`src/rtl/vstw_pkg.sv`:
```
// shared types and constants for the variable slope triangle wave block
// no dependencies
package vstw_pkg;

    localparam int IDX_W   = 32;
    localparam int FREQ_W  = 24;
    localparam int RATE_W  = 16;
    localparam int FRAC_W  = 17;
    localparam int LVL_W   = 16;
    localparam int OUT_W   = 24;
    localparam int PER_W   = 24;
    localparam int CFG_A_W = 2;
    localparam int CFG_D_W = 17;

    localparam logic [FRAC_W-1:0] FRAC_ONE = 17'h10000;

    localparam logic [CFG_A_W-1:0] REG_RATE = 2'd0;
    localparam logic [CFG_A_W-1:0] REG_RISE = 2'd1;
    localparam logic [CFG_A_W-1:0] REG_LOW  = 2'd2;
    localparam logic [CFG_A_W-1:0] REG_HIGH = 2'd3;

    typedef struct packed {
        logic              v;
        logic [IDX_W-1:0]  idx;
        logic [FREQ_W-1:0] freq;
    } in_item_t;

    // period divider step
    typedef struct packed {
        logic              v;
        logic              bad;
        logic [IDX_W-1:0]  idx;
        logic [PER_W-1:0]  den;
        logic [PER_W-1:0]  num;
        logic [PER_W-1:0]  rem;
        logic [PER_W-1:0]  quo;
    } div1_t;

    // position modulo step
    typedef struct packed {
        logic              v;
        logic              bad;
        logic [PER_W-1:0]  period;
        logic [IDX_W-1:0]  num;
        logic [PER_W-1:0]  rem;
    } div2_t;

    typedef struct packed {
        logic              v;
        logic              bad;
        logic [PER_W-1:0]  period;
        logic [PER_W-1:0]  pos;
        logic [PER_W-1:0]  edge_pos;
    } edge_t;

    typedef struct packed {
        logic                    v;
        logic                    bad;
        logic                    neg;
        logic signed [LVL_W-1:0] base;
        logic [LVL_W-1:0]        span;
        logic [PER_W-1:0]        nn;
        logic [PER_W-1:0]        den;
    } sel_t;

    // slope divider step
    typedef struct packed {
        logic                    v;
        logic                    bad;
        logic                    neg;
        logic signed [LVL_W-1:0] base;
        logic [PER_W-1:0]        den;
        logic [PER_W-1:0]        num;
        logic [PER_W-1:0]        rem;
        logic [PER_W-1:0]        quo;
    } div3_t;

    typedef struct packed {
        logic             v;
        logic             bad;
        logic [OUT_W-1:0] level;
    } result_t;

endpackage

```
`src/rtl/vstw_slope.sv`:
```
// segment select, slope multiply, slope division and floor correction
// depends on vstw_pkg
module vstw_slope import vstw_pkg::*; (
    input  logic                    aclk,
    input  logic                    aresetn,
    input  logic                    en,
    input  edge_t                   edge_item,
    input  logic signed [LVL_W-1:0] level_low,
    input  logic signed [LVL_W-1:0] level_high,
    output result_t                 result
);

    sel_t  sel_reg, sel_next;
    div3_t s3 [0:PER_W];
    div3_t mul_next;
    logic  rising;
    logic signed [LVL_W:0] diff;
    logic [LVL_W:0]        absd;

    always_comb begin
        rising = (edge_item.pos < edge_item.edge_pos);
        diff   = rising ? ((LVL_W+1)'(level_high) - (LVL_W+1)'(level_low))
                        : ((LVL_W+1)'(level_low) - (LVL_W+1)'(level_high));
        absd   = diff[LVL_W] ? (LVL_W+1)'(-diff) : diff;
        sel_next.v    = edge_item.v;
        sel_next.bad  = edge_item.bad;
        sel_next.neg  = diff[LVL_W];
        sel_next.base = rising ? level_low : level_high;
        sel_next.span = absd[LVL_W-1:0];
        sel_next.nn   = rising ? edge_item.pos : PER_W'(edge_item.pos - edge_item.edge_pos);
        sel_next.den  = rising ? edge_item.edge_pos
                               : PER_W'(edge_item.period - edge_item.edge_pos);
    end

    always_ff @(posedge aclk) begin
        if (!aresetn) begin
            sel_reg.v <= 1'b0;
        end else if (en) begin
            sel_reg <= sel_next;
        end
    end

    // quotient stays below the span times 256, so the top half already sits below the divisor
    logic [2*PER_W-1:0] mag;
    always_comb begin
        mag           = {sel_reg.span, 8'h00} * sel_reg.nn;
        mul_next.v    = sel_reg.v;
        mul_next.bad  = sel_reg.bad;
        mul_next.neg  = sel_reg.neg;
        mul_next.base = sel_reg.base;
        mul_next.den  = sel_reg.den;
        mul_next.rem  = mag[2*PER_W-1:PER_W];
        mul_next.num  = mag[PER_W-1:0];
        mul_next.quo  = '0;
    end

    always_ff @(posedge aclk) begin
        if (!aresetn) begin
            s3[0].v <= 1'b0;
        end else if (en) begin
            s3[0] <= mul_next;
        end
    end

    for (genvar k = 0; k < PER_W; k++) begin : g_div3
        logic [PER_W:0] t;
        logic           ge;
        div3_t          nx;
        always_comb begin
            t      = {s3[k].rem, s3[k].num[PER_W-1]};
            ge     = (t >= {1'b0, s3[k].den});
            nx     = s3[k];
            nx.rem = ge ? PER_W'(t - {1'b0, s3[k].den}) : t[PER_W-1:0];
            nx.quo = {s3[k].quo[PER_W-2:0], ge};
            nx.num = {s3[k].num[PER_W-2:0], 1'b0};
        end
        always_ff @(posedge aclk) begin
            if (!aresetn) begin
                s3[k+1].v <= 1'b0;
            end else if (en) begin
                s3[k+1] <= nx;
            end
        end
    end

    // floor of a negative quotient steps down when a remainder is left
    logic [PER_W:0] q_ext, adj;
    always_comb begin
        q_ext = {1'b0, s3[PER_W].quo};
        adj   = s3[PER_W].neg
              ? (PER_W+1)'(-q_ext - (PER_W+1)'(s3[PER_W].rem != '0)) : q_ext;
        result.v     = s3[PER_W].v;
        result.bad   = s3[PER_W].bad;
        result.level = s3[PER_W].bad ? '0
                     : OUT_W'({s3[PER_W].base, 8'h00} + adj[OUT_W-1:0]);
    end

endmodule

```
`config.mk`:
```
export PLATFORM = sky130hd
export DESIGN_NAME = vstw_slope
export DESIGN_NICKNAME = d
export VERILOG_FILES = /design/src/rtl/vstw_pkg.sv /design/src/rtl/vstw_slope.sv
export SDC_FILE = /design/constraint.sdc
export NUM_CORES = 2
export LEC_CHECK = 0
export ABC_CLOCK_PERIOD_IN_PS = 170000
export BUFFER_PORTS_ARGS = -buffer_cell sky130_fd_sc_hd__buf_4
export CAP_MARGIN = 20
export CORE_UTILIZATION = 49
export CTS_CLUSTER_SIZE = 8
export DETAILED_ROUTE_END_ITERATION = 10
export SLEW_MARGIN = 10
export SYNTH_ARGS = -nofsm -noshare
export SYNTH_HDL_FRONTEND = slang
export SYNTH_SLANG_ARGS = --single-unit
```
`constraint.sdc`:
```
create_clock -name aclk -period 170 [get_ports aclk]
set_clock_uncertainty 0.1 [all_clocks]
set_input_delay 17 -clock aclk [delete_from_list [all_inputs] [get_ports aclk]]
set_output_delay 17 -clock aclk [all_outputs]
set_load 0.01 [all_outputs]
```
# After elaboration in Yosys (flattened, before gate mapping)
# Memories as Yosys holds them, arrays and structs flattened.
# Index checks and enable logic that the tools add are counted.
[op_classes] n_addsub=32 multipliers=1 magnitude_cmp=25 mux=60 bitwise=25 reduce_logical=2
[ops] operator="$mux 24" n=28
[ops] operator="$sub 24x24->24" n=26
[ops] operator="$ge 25x24->1" n=24
[ops] operator="$mul 16x24->40" n=1
[ops] operator="$sub 16x16->17" n=2
[ops] operator="$mux 16" n=2
[ops] operator="$mux 1" n=29
[ops] operator="$or 1x1->1" n=25
[ops] operator="$add 24x24->24" n=1
[ops] operator="$lt 24x24->1" n=1
[ops] operator="$neg 24->24" n=1
[ops] operator="$reduce_bool 24->1" n=1
[ops] operator="$sub 24x1->24" n=1
[ops] operator="$mux 17" n=1
[ops] operator="$neg 16->16" n=1
[ops] operator="$reduce_and 2->1" n=1
[totals] ff_bits=83 ram_bits=2850 input_bits=109 output_inout_bits=26 elab_cells=153 mem_count=1
[mem_list] memory="s3" depth=25 width=114 rd=25 rd_ports_with_merged_regs=0 wr=25 line="vstw_slope.sv:14" source="div3_t s3 [0:PER_W];"

# Longest topological paths before layout
# An unclocked memory read counts as a cell.
[depth] ltp_word=6 ltp_mapped=28 mapped_depth_nobuf=28

# Worst setup path before layout
# OpenSTA, ideal clock, no wires.
[synth_path] path_type="input port to flip-flop" start="input aresetn" end="register sel_reg (netlist bit mul_next[100]), enable pin" setup_time_ns=2.821 t_arrival_ns=65.472 required_time_ns=167.079 slack_ns=101.607 stages=2 path_buffers=1 cell_sequence="clkbuf_1 > and2_1"
[synth_between] elab_chain_cells=1
[synth_lines] item="start, declared" line="vstw_slope.sv:5" source="input logic aresetn,"
[synth_lines] item="$reduce_and 2->1 (no line)"
[synth_lines] item="end signal, assigned" line="vstw_slope.sv:39" source="sel_reg <= sel_next;"
[synth_lines] item="end, declared" line="vstw_slope.sv:13" source="sel_t sel_reg, sel_next;"
# No other way between the ends.
# A chain may end at the register's enable or synchronous reset.

==> impl_metrics.json <==
{
  "ios": 135,
  "fill_cells": 20300,
  "power_frac_seq_pct": 29.7,
  "fp.dieArea_um2": 247000,
  "ys_warn_count": 0,
  "mostFrequentLayoutCells": "edfxtp_1 (2168), inv_1 (1278), ha_1 (808)",
  "hold_class": "reg -> reg",
  "grt_pass1_wl_mm": 424,
  "clk_pin_slew_ns": 0.05,
  "worstPathRequired_ns": 152.90,
  "port_buffers": 134,
  "netlist_area_um2": 120000,
  "clockRootBuffer": "clkbuf_16",
  "r2r_start": "sel_reg[51]",
  "yosysUniqueCellTypes": 102,
  "cts_max_level": 5,
  "ant_nets": 0,
  "pwr-share-clk_pct": 22.7,
  "die_x_um": 497,
  "crit_arrival_ns": 7.26,
  "switchingPower_uw": 925,
  "synth_edf_count": 2168,
  "grt_overflow": 0,
  "wl_per_cell_um": 19.6,
  "cts_inserted_buffers": 325,
  "status": "finished, final reports clean",
  "initial_utilization_pct": 49.3,
  "rsz0062_at_grt": "no",
  "clk_latency_ns": 0.96,
  "synth-main-ff-cell": "edfxtp_1",
  "ff_latch_area_um2": 65100,
  "dp_cells": 13300,
  "clock.fmax_ghz": 0.0411,
  "wl_mm": 268,
  "drv_cap": 0,
  "postCtsResizedCells": 0,
  "fp.dieH_um": 497,
  "drive_gt1_share_pct": 7.90,
  "cpMaxStageDelayCell": "nor2_1",
  "drtPass1Iterations": 7,
  "fp.coreArea_um2": 243000,
  "p_per_area_nw_per_um2": 18.3,
  "fin_ws_ns": 145.64,
  "syn_inst": 10100,
  "min_from": "s3[0][1250]",
  "place.gp.congestion": 0.888,
  "final_area_um2": 133000,
  "post-place-ws_ns": 146.49,
  "crit_fanout": 3,
  "p_comb_share_pct": 47.6,
  "cts.sinks": 2170,
  "post_cts_buffers": 0,
  "syn_to_final_growth_pct": 11.2,
  "finalSetupViolations": 0,
  "period_share_pct": 14.3,
  "critPathCaptureType": "output pin",
  "critical_path.max_stage_delay_ns": 0.50,
  "worst_pin_slew_ns": 1.18,
  "cts_hold_buffers": 0,
  "highest_layer": "met4",
  "worst_r2r_path_depth": 21,
  "grt_usage_pct": 21.6,
  "swShare_pct": 37.9,
  "layout.cells.most_common": "edfxtp_1",
  "p_total_mw": 2.44,
  "vias": 76200,
  "grt_pass1_vias": 76300,
  "crit_type": "reg -> out",
  "tritoncts": "done",
  "dr_wl_met3_mm": 11.8,
  "period_minus_slack_ns": 24.36,
  "ys_ff_latch": 2170,
  "rrSetupSlack_ns": 162.45,
  "row_count": 181,
  "syn-num-nets": 11400,
  "setup.worst_path.start": "s3[1][937]",
  "slew_violations": 0,
  "hold_slack_ns": 0.243,
  "dpl_cell_area_um2": 125000,
  "antenna_found_initial": 2,
  "m1WireLength_mm": 116,
  "slew_headroom_pct": 21.1,
  "hpwlAfterDp_mm": 199,
  "viasPerCell": 5.56,
  "peakVddDrop_mv": 0.0589,
  "tns_ns": 0,
  "finalHoldViolCount": 0,
  "drc": 0,
  "ys_seq_area_share_pct": 54.3,
  "cts_buffer_depth": 4,
  "internal-power_mw": 1.52,
  "final_util_pct": 54.8,
  "regToRegEndpoint": "s3[0][47]",
  "wl_met2_mm": 133,
  "initialDrtViolationCount": 5128,
  "start_kind": "register",
  "stdcell_count": 13700,
  "nets": 11700,
  "crit_path_end": "result[22]",
  "synth.avg_cell_area_um2": 11.9,
  "leakage_nw": 53.5,
  "largest_reg_flops": 2087,
  "async_flop_share_pct": 0,
  "grt_max_degree": 215,
  "multi_input_area_um2": 49400
}
==> kinds of logic (layout without fill, tap and decap cells) <==
kind of cell,after synthesis,count (layout),share of synthesized area (%)
and+or+nand+nor,2520,2520,10.1
AOI/OAI and AO/OA,2073,2073,11.0
buffers and inverters,1471,1844,4.66
xor gates and xnor gates,483,483,3.52
adders and majority gates,1143,1143,14.0
other,0,2,0
muxes,262,262,2.40
DFF,2170,2170,54.3
==> power by group through the flow <==
stage | combinational [mW] | clock (mW) | sequential (mW)
6_report | 1.16 | 0.555 | 0.725
5_1_grt | 1.33 | 0.592 | 0.728
4_1_cts | 1.18 | 0.572 | 0.726
3_5_place_dp | 1.16 | 0 | 0.735
3_3_place_gp | 1.16 | 0 | 0.735
2_1_floorplan | 0.878 | 0 | 0.767
==> cells in the mapped netlist, types with 51 or more instances <==
master,number,share of area (%)
ha_1,808,8.4
o21a_1,146,0.91
o21bai_1,55,0.34
edfxtp_1,2168,54
nand4_1,96,0.50
a21oi_1,590,2.5
nand3_1,114,0.48
clkbuf_1,147,0.46
nand2_1,766,2.4
nor3_1,218,0.91
o21ai_0,498,2.1
and2_1,193,1.0
a31oi_1,63,0.33
fa_1,335,5.6
inv_1,1278,4.0
nor4_1,51,0.27
a21o_1,174,1.1
o31ai_1,107,0.67
or3_1,58,0.30
a21boi_0,63,0.39
nor2_1,587,1.8
and3_1,84,0.44
nor2b_1,116,0.60
xor2_1,182,1.3
mux2i_1,60,0.50
a211oi_1,68,0.43
nand2b_1,104,0.54
mux2_2,184,1.7
xnor2_1,301,2.2
==> how the worst min path moves through the flow <==
stage                   to  slack, ns  cells after the start
6_report       s3[0][1364]       0.24                      0
5_1_grt        s3[0][1361]       0.25                      0
4_1_cts        s3[0][1323]       0.24                      0
3_5_place_dp   s3[0][1016]       0.30                      0
3_3_place_gp    s3[1][116]       0.30                      0
2_1_floorplan  s3[0][1007]       0.30                      0
==> area by class of cell <==
class                   instances  share of cell area [%]
flip-flops and latches       2170                    48.8
inverters                    1280                    3.60
clock inverters                24                   0.217
well taps                    3202                    3.00
clock buffers                 344                    6.19
diodes                          2                 0.00375
repair buffers                196                    1.15
multi-input cells            6481                    37.0
==> critical path: cells and delay by family (launching register included) <==
kind,cells,cell delay [ns]
DFF,1,0.36
muxes,1,0.28
buffers and inverters,3,0.32
and+or+nand+nor,5,1.36
xor gates and xnor gates,1,0.19
adders and majority gates,4,1.22
AOI/OAI and AO/OA,15,2.56
==> metal layers <==
layer | vias to the layer above | track usage [%]
met1 | 37000 | 28.1
met3 | 443 | 2.79
met5 | - | 0
li1 | 36800 | -
met4 | 0 | 6.59
met2 | 1859 | 37.6
Note: power is estimated with default switching activity, not from simulation.
